[config.mk]
export PLATFORM = sky130hd
export DESIGN_NAME = rc5_ir_edge_decoder
export DESIGN_NICKNAME = d
export VERILOG_FILES = /design/src/sv/rc5ir_pkg.sv /design/src/sv/rc5ir_queue.sv /design/src/sv/rc5ir_front.sv /design/src/sv/rc5ir_back.sv /design/src/sv/rc5_ir_edge_decoder.sv
export SDC_FILE = /design/constraint.sdc
export NUM_CORES = 1
export LEC_CHECK = 0
export BUFFER_PORTS_ARGS = -buffer_cell sky130_fd_sc_hd__buf_2
export CAP_MARGIN = 40
export CORE_ASPECT_RATIO = 0.75
export CORE_MARGIN = 2
export CORE_UTILIZATION = 35
export CTS_CLUSTER_DIAMETER = 150
export DETAILED_ROUTE_END_ITERATION = 12
export PLACE_DENSITY = 0.55
export SLEW_MARGIN = 20
export SYNTH_ARGS = -nofsm -noshare
export SYNTH_HDL_FRONTEND = slang
export SYNTH_SLANG_ARGS = --single-unit
[constraint.sdc]
create_clock -name clk_i -period 8.8 [get_ports clk_i]
set_input_delay 1.32 -clock clk_i [delete_from_list [all_inputs] [get_ports clk_i]]
set_output_delay 1.32 -clock clk_i [all_outputs]
set_load 0.01 [all_outputs]
[src/sv/rc5ir_pkg.sv]
// Shared types and constants for the RC5 infrared edge decoder.
`default_nettype none

package rc5ir_pkg;

  typedef enum logic {
    OpEdge = 1'b0,
    OpAck  = 1'b1
  } op_e;

  typedef enum logic [1:0] {
    CfgMinHalfBit = 2'd0,
    CfgMaxHalfBit = 2'd1,
    CfgMaxBit     = 2'd2
  } cfg_idx_e;

  localparam int unsigned TimeW  = 16;
  localparam int unsigned QueueDepth = 2;

  localparam logic [TimeW-1:0] MinHalfBitRst = 16'd640;
  localparam logic [TimeW-1:0] MaxHalfBitRst = 16'd1140;
  localparam logic [TimeW-1:0] MaxBitRst     = 16'd2000;

  // frame is complete once the 13th bit is in
  localparam logic [3:0] LastBitIdx = 4'd12;

  typedef struct packed {
    logic [TimeW-1:0] half_min;
    logic [TimeW-1:0] half_max;
    logic [TimeW-1:0] max_bit;
  } cfg_t;

  typedef struct packed {
    op_e              op;
    logic [TimeW-1:0] capture_time;
  } item_t;

  typedef struct packed {
    logic       code_pending;
    logic [4:0] rc_address;
    logic [5:0] rc_command;
    logic       toggle;
    logic       edge_select;
  } result_t;

endpackage

`default_nettype wire

[src/sv/rc5ir_queue.sv]
// Small two-entry FIFO used between the decoder stages.
`default_nettype none

module rc5ir_queue #(
  parameter int unsigned Width = 1
) (
  input  wire logic             clk_i,
  input  wire logic             rst_ni,
  input  wire logic             push_i,
  input  wire logic [Width-1:0] data_i,
  output logic                  full_o,
  input  wire logic             pop_i,
  output logic [Width-1:0]      data_o,
  output logic                  empty_o
);
  import rc5ir_pkg::*;

  localparam int unsigned PtrW = $clog2(QueueDepth);

  logic [Width-1:0] mem_q [QueueDepth];
  logic [PtrW-1:0]  wr_q, wr_d, rd_q, rd_d;
  logic [PtrW:0]    cnt_q, cnt_d;
  logic             do_push, do_pop;

  assign full_o  = (cnt_q == (PtrW+1)'(QueueDepth));
  assign empty_o = (cnt_q == '0);
  assign data_o  = mem_q[rd_q];

  assign do_push = push_i && !full_o;
  assign do_pop  = pop_i && !empty_o;

  always_comb begin
    wr_d  = do_push ? PtrW'(wr_q + 1'b1) : wr_q;
    rd_d  = do_pop  ? PtrW'(rd_q + 1'b1) : rd_q;
    cnt_d = cnt_q;
    if (do_push && !do_pop) begin
      cnt_d = (PtrW+1)'(cnt_q + 1'b1);
    end else if (do_pop && !do_push) begin
      cnt_d = (PtrW+1)'(cnt_q - 1'b1);
    end
  end

  always_ff @(posedge clk_i or negedge rst_ni) begin
    if (!rst_ni) begin
      wr_q  <= '0;
      rd_q  <= '0;
      cnt_q <= '0;
    end else begin
      wr_q  <= wr_d;
      rd_q  <= rd_d;
      cnt_q <= cnt_d;
    end
  end

  always_ff @(posedge clk_i) begin
    if (do_push) begin
      mem_q[wr_q] <= data_i;
    end
  end

endmodule

`default_nettype wire

[src/sv/rc5ir_front.sv]
// Front end: takes input transfers, classifies the operation and queues them.
`default_nettype none

module rc5ir_front (
  input  wire logic              clk_i,
  input  wire logic              rst_ni,
  input  wire logic              push,
  output logic                   full,
  input  wire logic              operation_i,
  input  wire logic [15:0]       capture_time_i,
  output rc5ir_pkg::item_t       item_o,
  output logic                   item_valid_o,
  input  wire logic              item_ready_i
);
  import rc5ir_pkg::*;

  item_t item_in;
  logic  q_empty;

  always_comb begin
    item_in.op           = operation_i ? OpAck : OpEdge;
    // timestamp is meaningless for an acknowledge
    item_in.capture_time = operation_i ? '0 : capture_time_i;
  end

  rc5ir_queue #(
    .Width($bits(item_t))
  ) u_queue (
    .clk_i  (clk_i),
    .rst_ni (rst_ni),
    .push_i (push),
    .data_i (item_in),
    .full_o (full),
    .pop_i  (item_ready_i),
    .data_o (item_o),
    .empty_o(q_empty)
  );

  assign item_valid_o = !q_empty;

endmodule

`default_nettype wire

[src/sv/rc5ir_back.sv]
// Back end: pulse timing, Manchester bit recovery, code latch and result queue.
`default_nettype none

module rc5ir_back (
  input  wire logic              clk_i,
  input  wire logic              rst_ni,
  input  wire rc5ir_pkg::cfg_t   cfg_i,
  input  wire rc5ir_pkg::item_t  item_i,
  input  wire logic              item_valid_i,
  output logic                   item_ready_o,
  input  wire logic              pop,
  output logic                   empty,
  output rc5ir_pkg::result_t     result_o
);
  import rc5ir_pkg::*;

  logic [TimeW-1:0] last_q, last_d;
  logic             pol_q, pol_d;
  logic [5:0]       hbc_q, hbc_d;
  logic [15:0]      shift_q, shift_d;
  logic [3:0]       bits_q, bits_d;
  logic             pend_q, pend_d;
  logic [11:0]      code_q, code_d;

  logic             take, out_full;
  logic [TimeW-1:0] pw;
  logic [5:0]       hbc0, hbc1;
  logic             pol_t, restart;
  result_t          res;

  assign item_ready_o = !out_full;
  assign take         = item_valid_i && !out_full;
  assign pw           = TimeW'(item_i.capture_time - last_q);

  always_comb begin
    last_d  = last_q;
    pol_d   = pol_q;
    hbc_d   = hbc_q;
    shift_d = shift_q;
    bits_d  = bits_q;
    pend_d  = pend_q;
    code_d  = code_q;
    restart = 1'b0;
    pol_t   = ~pol_q;
    hbc0    = (pw > cfg_i.max_bit) ? '0 : hbc_q;
    hbc1    = (pw > cfg_i.half_max) ? 6'(hbc0 + 1'b1) : hbc0;
    unique case (item_i.op)
      OpAck: begin
        pend_d = 1'b0;
      end
      OpEdge: begin
        last_d = item_i.capture_time;
        if (hbc0 == '0) begin
          // frame start
          shift_d = '0;
          bits_d  = '0;
          pol_d   = 1'b1;
          hbc_d   = 6'd1;
        end else if (pw < cfg_i.half_min) begin
          restart = 1'b1;
        end else begin
          if (hbc1 > 6'd1 && !hbc1[0]) begin
            shift_d = {shift_q[14:0], pol_t};
            bits_d  = 4'(bits_q + 1'b1);
            if (bits_d > LastBitIdx) begin
              // a code still waiting keeps its fields
              if (!pend_q) begin
                code_d = shift_d[11:0];
              end
              pend_d  = 1'b1;
              restart = 1'b1;
            end
          end
          hbc_d = 6'(hbc1 + 1'b1);
          pol_d = pol_t;
        end
        if (restart) begin
          hbc_d = '0;
          pol_d = 1'b0;
        end
      end
      default: ;
    endcase
  end

  always_ff @(posedge clk_i or negedge rst_ni) begin
    if (!rst_ni) begin
      last_q  <= '0;
      pol_q   <= 1'b0;
      hbc_q   <= '0;
      shift_q <= '0;
      bits_q  <= '0;
      pend_q  <= 1'b0;
      code_q  <= '0;
    end else if (take) begin
      last_q  <= last_d;
      pol_q   <= pol_d;
      hbc_q   <= hbc_d;
      shift_q <= shift_d;
      bits_q  <= bits_d;
      pend_q  <= pend_d;
      code_q  <= code_d;
    end
  end

  always_comb begin
    res.code_pending = pend_d;
    res.rc_address   = code_d[10:6];
    res.rc_command   = code_d[5:0];
    res.toggle       = code_d[11];
    res.edge_select  = pol_d;
  end

  rc5ir_queue #(
    .Width($bits(result_t))
  ) u_out_queue (
    .clk_i  (clk_i),
    .rst_ni (rst_ni),
    .push_i (take),
    .data_i (res),
    .full_o (out_full),
    .pop_i  (pop),
    .data_o (result_o),
    .empty_o(empty)
  );

endmodule

`default_nettype wire

[src/sv/rc5_ir_edge_decoder.sv]
// RC5 infrared decoder working on edge timestamps: configuration registers and stage wiring.
//
// Input side behaves as a queue: an item (operation, capture_time) transfers on a
// rising edge with push high and full low. operation 0 is a captured edge with its
// 16-bit timer value, operation 1 acknowledges and clears the pending code.
// Result side: while empty is low the oldest result sits on the result ports and
// transfers on a rising edge with pop high. Every item gives exactly one result
// (pending flag, latched address/command/toggle, next expected edge polarity).
// Configuration: cfg_valid_i/cfg_ready_o with cfg_index_i 0 shortest half bit,
// 1 longest half bit, 2 max_bit; index 3 is ignored. Write only while idle.
// Items are registered in the input queue, their results in the result queue.
// Throughput: one item per cycle while the result queue is not full; the back stage does
// the whole pulse update combinationally, so the rate is set only by the two-entry queues.
// A stalled receiver fills the result queue, then the input queue, then full rises.
// Reset clears decoder state and restores the default thresholds.
`default_nettype none

module rc5_ir_edge_decoder (
  input  wire logic        clk_i,
  input  wire logic        rst_ni,
  input  wire logic        cfg_valid_i,
  output logic             cfg_ready_o,
  input  wire logic [1:0]  cfg_index_i,
  input  wire logic [15:0] cfg_data_i,
  input  wire logic        push,
  output logic             full,
  input  wire logic        operation_i,
  input  wire logic [15:0] capture_time_i,
  output logic             empty,
  input  wire logic        pop,
  output logic             code_pending_o,
  output logic [4:0]       rc_address_o,
  output logic [5:0]       rc_command_o,
  output logic             toggle_o,
  output logic             edge_select_o
);
  import rc5ir_pkg::*;

  cfg_t    cfg_q, cfg_d;
  item_t   item;
  logic    item_valid, item_ready;
  result_t res;

  assign cfg_ready_o = 1'b1;

  always_comb begin
    cfg_d = cfg_q;
    if (cfg_valid_i) begin
      unique case (cfg_index_i)
        CfgMinHalfBit: cfg_d.half_min = cfg_data_i;
        CfgMaxHalfBit: cfg_d.half_max = cfg_data_i;
        CfgMaxBit:     cfg_d.max_bit  = cfg_data_i;
        default: ;
      endcase
    end
  end

  always_ff @(posedge clk_i or negedge rst_ni) begin
    if (!rst_ni) begin
      cfg_q.half_min <= MinHalfBitRst;
      cfg_q.half_max <= MaxHalfBitRst;
      cfg_q.max_bit  <= MaxBitRst;
    end else begin
      cfg_q <= cfg_d;
    end
  end

  rc5ir_front u_front (
    .clk_i         (clk_i),
    .rst_ni        (rst_ni),
    .push          (push),
    .full          (full),
    .operation_i   (operation_i),
    .capture_time_i(capture_time_i),
    .item_o        (item),
    .item_valid_o  (item_valid),
    .item_ready_i  (item_ready)
  );

  rc5ir_back u_back (
    .clk_i       (clk_i),
    .rst_ni      (rst_ni),
    .cfg_i       (cfg_q),
    .item_i      (item),
    .item_valid_i(item_valid),
    .item_ready_o(item_ready),
    .pop         (pop),
    .empty       (empty),
    .result_o    (res)
  );

  assign code_pending_o = res.code_pending;
  assign rc_address_o   = res.rc_address;
  assign rc_command_o   = res.rc_command;
  assign toggle_o       = res.toggle;
  assign edge_select_o  = res.edge_select;

endmodule

`default_nettype wire
After elaboration in Yosys (flattened, before gate mapping)

Memory sizes are Yosys's and may differ from the RTL's.
Cells that the tools add are included.

Input bits: 40
Memories: 2
Word-level logic and storage cells: 115
Flip-flop bits (word level): 107
Memory bits (writable): 62

Add/sub/neg operators: 12
$lt $le $gt $ge: 5
Bitwise gates (word level): 2
Multiplexer cells: 41
Equality and inequality tests: 6
Reduce and logical (&&, ||, !) cells: 31

Memories:

| memory                   | words | width | rd ports | clocked after Yosys merged registers in | wr ports | RTL line          | text |
|---|---|---|---|---|---|---|---|
| u_front.u_queue.mem_q    | 2     | 17    | 1        | 0                                       | 1        | rc5ir_queue.sv:20 | `logic [Width-1:0] mem_q [QueueDepth];` |
| u_back.u_out_queue.mem_q | 2     | 14    | 1        | 0                                       | 1        | rc5ir_queue.sv:20 |  |

Operators with widths:

| cell                                                           | count |
|---|---|
| 2-to-1 mux 12 bit                                              | 6 |
| 2-to-1 mux 11 bit                                              | 3 |
| greater-than comparator 16 bit                                 | 2 |
| 2-to-1 mux 6 bit                                               | 5 |
| 2-to-1 mux 1 bit                                               | 18 |
| less-than comparator 16 bit                                    | 1 |
| 2-to-1 mux 16 bit                                              | 1 |
| subtractor 16 bit                                              | 1 |
| adder 6 x 1 -> 6 bit (second input constant)                   | 2 |
| 2-to-1 mux 4 bit                                               | 3 |
| logical AND 1 bit                                              | 9 |
| zero test 1 bit                                                | 9 |
| 2-to-1 mux 2 bit                                               | 4 |
| AND reduction 2 bit                                            | 4 |
| == test 2 bit (second input constant)                          | 3 |
| greater-than comparator 6 x 1 -> 1 bit (second input constant) | 1 |
| zero test 2 bit                                                | 3 |
| zero test 6 bit                                                | 1 |
| nonzero test 2 bit                                             | 3 |
| adder 1 bit (second input constant)                            | 4 |
| adder 2 x 1 -> 2 bit (second input constant)                   | 2 |
| adder 4 x 1 -> 4 bit (second input constant)                   | 1 |
| greater-than comparator 4 bit (second input constant)          | 1 |
| AND reduction 4 bit                                            | 1 |
| other kinds (7)                                                | 9 |

Depth between registers and ports, before layout

Gate-level depths: netlist (run 1).
An unclocked memory read counts as a cell.

Depth after elaboration: 14
Mapped depth: 31
Depth with buffers taken out: 28

Hierarchy

A second synthesis (run 1) with hierarchy kept.

Cell total of the unflattened synthesis: 759
Area total of the unflattened synthesis: 9251.4 µm²

Modules (own cells, without submodules):

| module                           | sequential area each (µm²) | cells each | times used | area an instance (µm²) |
|---|---|---|---|---|
| rc5ir_back                       | 1276.2                     | 502        | 1          | 4526.8 |
| rc5_ir_edge_decoder              | 1217.4                     | 104        | 1          | 1843.0 |
| rc5ir_queue (u_front.u_queue)    | 1121.1                     | 72         | 1          | 1473.9 |
| rc5ir_queue (u_back.u_out_queue) | 940.9                      | 63         | 1          | 1260.0 |
| rc5ir_front                      | 0.0                        | 18         | 1          | 147.6 |

Worst setup path after synthesis (run 1)

Ideal clock, no wire load.

Kind: register to register
Start: reg u_front.u_queue.rd_q
End: mem u_back.u_out_queue.mem_q[0][10] (netlist bit) (data pin)
Cell stages (with the launch flop): 31
Arrival: 6879 ps
Setup slack: 1659 ps
Cell sequence: dfrtp_1 -> clkbuf_1 -> clkbuf_1 -> mux2i_1 -> ha_1 -> inv_1 -> fa_1 -> a21o_1 -> a21oi_1 -> o21bai_1 -> a211oi_1 -> o31ai_1 -> o22ai_1 -> o21bai_1 -> a21oi_1 -> xnor2_1 -> ha_1 -> nand4_2 -> or4_4 -> or2_4 -> o31ai_4 -> and2_4 -> ha_1 -> mux2i_1 -> ha_1 -> nor2_1 -> a211oi_1 -> o22ai_2 -> and4_4 -> buf_6 -> mux2_4

Cells in the longest elaborated chain, start to end: 12

Ends and longest elaborated chain:

| what                                                                             | RTL line          | text |
|---|---|---|
| from (decl)                                                                      | rc5ir_queue.sv:21 | `logic [PtrW-1:0] wr_q, wr_d, rd_q, rd_d;` |
| from (signal assigned)                                                           | rc5ir_queue.sv:50 | `rd_q <= rd_d;` |
| memory (2 x 17 bit) *                                                            | --                |  |
| subtractor 16 bit                                                                | rc5ir_back.sv:33  | `assign pw = TimeW'(item_i.capture_time - last_q);` |
| greater-than comparator 16 bit                                                   | rc5ir_back.sv:45  | `hbc0 = (pw > cfg_i.max_bit) ? '0 : hbc_q;` |
| 2-to-1 mux 6 bit                                                                 | rc5ir_back.sv:45  |  |
| adder 6 x 1 -> 6 bit                                                             | rc5ir_back.sv:46  | `hbc1 = (pw > cfg_i.half_max) ? 6'(hbc0 + 1'b1) : hbc0;` |
| 2-to-1 mux 6 bit                                                                 | rc5ir_back.sv:46  |  |
| greater-than comparator 6 x 1 -> 1 bit / zero test 1 bit (equally long branches) | rc5ir_back.sv:62  | `if (hbc1 > 6'd1 && !hbc1[0]) begin` |
| logical AND 1 bit                                                                | rc5ir_back.sv:62  |  |
| 2-to-1 mux 12 bit                                                                | rc5ir_back.sv:62  |  |
| 2-to-1 mux 12 bit                                                                | rc5ir_back.sv:59  | `end else if (pw < cfg_i.half_min) begin` |
| 2-to-1 mux 12 bit                                                                | rc5ir_back.sv:53  | `if (hbc0 == '0) begin` |
| 2-to-1 mux 12 bit *                                                              | rc5ir_back.sv:47  | `unique case (item_i.op)` |
| via u_back.code_d[8]                                                             | rc5ir_back.sv:23  | `logic [11:0] code_q, code_d;` |
| to (decl)                                                                        | rc5ir_queue.sv:20 |  |

Mark *: on every way through the listed nets, which the timed path passes. The rest lies on a longest branch.

==> impl_metrics.ini, run 1 <==
[outcome]
status = completed

[synth]
yosys.area.top_type = dfrtp_1
synth_warnings = 0
yosysUniqueCellTypes = 73
syn_nets = 868
synth_edf_count = 62
synth_top_area_share = 0.259
avgSynthCellArea_um2 = 12.0
syn-cell-area_um2 = 9070
synth-seq-area-share = 0.502
synth_area_leaders = dfrtp_1 26%, edfxtp_1 21%, ha_1 9.9%, mux2_2 8.3%, dfstp_2 3.8%
postSynthCellCount = 755
synthArstFlopShare = 0.633
ys_ff_latch = 169
synth_ff_type = dfrtp_1

[critical_path]
cp-start-kind = register
worstPathArrival_ns = 7.49
critPathRequiredTime_ns = 9.12
path_class = reg -> reg
cpLargestDelayFamily = compound AO/OA/AOI/OAI gates
cp_num_buf_inv = 1
cp_max_fo = 17
cpMostUsedCell = ha_1
cpPeakStageDelay_ns = 0.55
cp-end-kind = register
slowest_stage = or4_4

[sta]
skew_ns = 0.0133
fmax_mhz = 140
setup_viol = 0
slew_violations = 0
slew_headroom = 0.483
fin_crit_ns = 7.16
hold_viol = 0
rsz0062_at_grt = false
fin_setup_tns_ns = 0
tightest_slew_ns = 0.767
fin_crit_sh = 0.814

[clocking]
postCtsSetupRepairBufs = 0
post_cts_resized = 0
cts_hold_buf = 0
cts_root_buf = clkbuf_16
clkTransAtPathRegs_ns = 0.07
cts.path.max_buffers = 2
htreeDepth = 4
clk_latency_ns = 0.44
cts-buffers-inserted = 17
cts_tree = done
cts.sinks = 169

[global_routing]
antenna_found_initial = 0
grt_use_met2 = 0.209
grt_pass1_wl_um = 30200
grt_pass1_vias = 5652
use_met1 = 0.212
grt_overflow = 0
grt_max_degree = 44
grt-busiest-layer = met1
gr-usage-all-layers = 0.144
grt_use_met3 = 0.0327

[floorplanning]
die_y_um = 143
dieArea_um2 = 27200
ios = 57
start_util = 0.360
std_cell_rows = 50
core_um2 = 25200
die_x_um = 190

[finish]
antenna_cells = 0
layout.nets = 933
final_layout_size_suffix_gt1_frac = 0.262
design_area_um2 = 10400
area_delta_synth_final_pct = 14.4
layout.cells.most_common_list = 94 x dfrtp_1, 77 x inv_1, 72 x ha_1, 67 x mux2_2, 62 x edfxtp_1
final_common_cell = dfrtp_1

[route]
drt-wirelength-per-cell_um = 15.6
via_per_inst = 4.78
route.detailed.drc = 0
antenna_left = 0
first_pass_iters = 4
drt_iter0_markers = 263
vias = 5592
drt_wl_total_um = 18200

[hold_path]
worstHoldPathType = reg -> reg

[placement]
io_buffer_count = 55
routabilityCongestion = 0.788
hpwlAfterDp_um = 13400
dpl-instance-area_um2 = 9780

[job]
cap_violations = 0
## registers in the layout, summed over array words and instances, names as in the netlist
signal	cells
cfg_q	48
u_back.bits_q	4
u_back.code_q	12
u_back.hbc_q	6
u_back.last_q	16
u_back.pend_q	1
u_back.pol_q	1
u_back.shift_q	11
u_back.u_out_queue.cnt_q	2
u_back.u_out_queue.mem_q	28
u_back.u_out_queue.rd_q	1
u_back.u_out_queue.wr_q	1
u_front.u_queue.cnt_q	2
u_front.u_queue.mem_q	34
u_front.u_queue.rd_q	1
u_front.u_queue.wr_q	1
## per-stage QoR
stage / utilization / instances / setup slack, ns / hold WS [ns]
after global routing: 0.412 / 1171 / 1.02 / 0.514
after CTS: 0.411 / 1169 / 1.58 / 0.491
after floorplan: - / 755 / 1.66 / 0.460
final: 0.412 / 1171 / 1.64 / 0.489
after global placement: 0.385 / 1134 / 1.72 / 0.476
after detailed placement: 0.388 / 1137 / 1.61 / 0.480
## worst paths after layout
kind                                          from                       to  slack [ns]  cells after the start
max                           u_front.u_queue.rd_q        u_back.code_q[11]        1.64                     26
min                        u_back.u_out_queue.wr_q  u_back.u_out_queue.wr_q        0.49                      1
max reg2reg                   u_front.u_queue.rd_q        u_back.code_q[11]        1.64                     26
min reg2reg                u_back.u_out_queue.wr_q  u_back.u_out_queue.wr_q        0.49                      1
max in group asynchronous                   rst_ni                 cfg_q[4]        6.84                      3
min in group asynchronous                   rst_ni     u_front.u_queue.wr_q        0.87                      1
## final cells by class
cell class / instances / area [µm²]
multi-input combinational: 488 / 4110
tap: 338 / 423
clock inverter: 12 / 110
sequential: 169 / 4560
fill: 2373 / 14800
clock buffer: 20 / 468
timing repair buffer: 66 / 403
inverter: 78 / 305
## synthesized netlist by cell type (3+ instances only)
cell,n
and2_1,5
dfstp_2,13
a31oi_1,5
nand4_1,6
nor2_1,22
ha_1,72
or3_1,3
mux2i_1,6
nor3_1,5
edfxtp_1,62
buf_6,3
dfrtp_1,94
mux2_4,18
xnor2_1,26
nand2b_1,5
nand3b_1,5
xor2_1,7
nand3_1,13
a21o_1,11
clkbuf_1,14
nand2_1,51
nor2b_1,18
o211ai_1,3
mux2_2,67
a211oi_1,4
inv_1,77
o21ai_0,40
a22o_1,15
a21oi_1,27
## routing by layer
| layer | part of all wire | wire length, µm |
|---|---|---|
| met2 | 0.43 | 7750 |
| met5 | 0 | 0 |
| met4 | 0.011 | 195 |
| met3 | 0.030 | 549 |
| met1 | 0.53 | 9730 |
## kinds of logic (layout without fill, tap and decap cells)
| group | after synthesis | in the layout | share of synthesized area |
|---|---|---|---|
| compound gates | 138 | 138 | 0.107 |
| xor+xnor | 34 | 34 | 0.0349 |
| fa+ha+maj | 73 | 73 | 0.102 |
| buf+inv | 98 | 176 | 0.0454 |
| flops | 169 | 169 | 0.502 |
| mux | 91 | 91 | 0.120 |
| other cells | 1 | 1 | 0.000413 |
| simple gates | 151 | 151 | 0.0892 |
Power of run 1 is not shown: default switching activity piles up to over one toggle a cycle in this logic, so the estimate is an artifact.
==> inputs of run 2 (changes only) <==
Settings changed: PLACE_DENSITY 0.55 to 0.57.
Clock period 8.8 ns to 6.5 ns, I/O delays scaled along.
==> run 2 against run 1 <==
Effect of this change:
- critical path type unchanged
- clock skew is 0.0037 ns lower
- critical endpoint is now u_back.u_out_queue.mem_q[1][8]
- fmax increased by 14%
- critical path depth up 3
- highest routed layer unchanged
- die area is the same
- non-clock buffer count rose by 24
- register-to-register slack lost 1.4 ns
==> impl_metrics.ini, run 2 (synthesis results as in run 1) <==
[outcome]
status = completed

[sta]
setup_viol = 0
tightest_slew_ns = 0.780
slew_violations = 0
fin_crit_ns = 6.28
slew_headroom = 0.480
hold_viol = 0
fin_crit_sh = 0.966
skew_ns = 0.00960
fmax_mhz = 159

[critical_path]
r2r-start = u_front.u_queue.rd_q
critPathRequiredTime_ns = 6.68
cpPeakStageDelay_ns = 0.57
slowest_stage = or4_4
cp-end-kind = register
cp_max_fo = 6
cpMostUsedCell = ha_1
cp-startpoint = u_front.u_queue.rd_q
worstPathArrival_ns = 6.46
cp-start-kind = register
path_class = reg -> reg

[placement]
io_buffer_count = 55
routabilityCongestion = 0.833
hpwlAfterDp_um = 13600
dp_cells = 1153

[clocking]
cts.path.max_buffers = 2
cts-buffers-inserted = 17
cts_tree = done
clkTransAtPathRegs_ns = 0.07
cts.sinks = 169
htreeDepth = 4
clk_latency_ns = 0.43
cts_root_buf = clkbuf_16

[route]
drt_iter0_markers = 277
drt-wirelength-per-cell_um = 15.7
first_pass_iters = 4
vias = 5787
antenna_left = 0
via_per_inst = 4.84
drt_wl_total_um = 18800
route.detailed.drc = 0

[finish]
final_common_cell = dfrtp_1
largest_reg_flops = 48
area_delta_synth_final_pct = 18.2
fill_cells = 2328
antenna_cells = 0
final_cells = 1195
final_layout_size_suffix_gt1_frac = 0.309
layout.nets = 957
reg_top3 = cfg_q (48), u_front.u_queue.mem_q (34), u_back.u_out_queue.mem_q (28)
top_register = cfg_q
layout.cells.most_common_list = 93 x dfrtp_1, 77 x inv_1, 67 x ha_1, 66 x mux2_2, 62 x edfxtp_1

[floorplanning]
dieArea_um2 = 27200
core_um2 = 25200
std_cell_rows = 50
start_util = 0.360
die_y_um = 143
ios = 57
die_x_um = 190

[job]
cap_violations = 0

[global_routing]
grt_max_degree = 40
gr-usage-all-layers = 0.144
antenna_found_initial = 0
grt_pass1_wl_um = 30500
grt_overflow = 0
grt_pass1_vias = 5802

[hold_path]
worstHoldPathType = in -> async
[run 2: worst paths after layout]
check	endpoint	slack (ns)	cells after the start
setup / recovery	u_back.u_out_queue.mem_q[1][8]	0.22	29
hold / removal	u_front.u_queue.wr_q	0.47	1
setup reg to reg	u_back.u_out_queue.mem_q[1][8]	0.22	29
hold reg to reg	u_front.u_queue.wr_q	0.50	1
max in group asynchronous	cfg_q[30]	4.92	3
min in group clk_i	u_front.u_queue.wr_q	0.50	1
[run 2: timing repair]
item | in CTS | in global routing
resized for setup | 0 | 21
buffers inserted | 3 | 5
hold buffers | 0 | 0
endpoints found under the setup margin | 6 | 63
pin swaps | 2 | 10
[run 2: through the flow]
| step | hold slack (ns) | setup WS (ns) | TNS [ns] | utilization | area [µm²] |
|---|---|---|---|---|---|
| after floorplan | 0.460 | 0.0310 | 0 | - | 9120 |
| after global placement | 0.473 | 0.125 | 0 | 0.392 | 9880 |
| after detailed placement | 0.486 | 0.0215 | 0 | 0.394 | 9930 |
| after CTS | 0.475 | 0.00757 | 0 | 0.418 | 10500 |
| after global routing | 0.487 | -0.0601 | -0.866 | 0.425 | 10700 |
| final | 0.469 | 0.218 | 0 | 0.425 | 10700 |
[run 2: final cells by class]
type                    count  area [µm²]  area share
clock inverters            15         154      0.0143
repair buffers             90         611      0.0569
flip-flops and latches    169        4560       0.425
multi-input cells         488        4250       0.396
inverters                  78         305      0.0285
clock buffers              17         425      0.0397
well taps                 338         423      0.0394
[run 2: metal layers]
metal | GRT usage | up-vias | wire, µm
met1 | 0.206 | 2799 | 9730
met2 | 0.221 | 99 | 8300
met5 | 0 | - | 0
met4 | 0.0445 | 0 | 179
li1 | - | 2876 | -
met3 | 0.0283 | 13 | 589
[run 2: critical path: cells and delay by family, from the launching register on]
family | cells | cell delay, ns
simple gates | 7 | 1.62
mux | 3 | 0.76
fa+ha+maj | 5 | 1.32
compound gates | 11 | 1.58
xor+xnor | 1 | 0.11
flops | 1 | 0.42
buf+inv | 2 | 0.21
Power of run 2 is left out for the same reason.
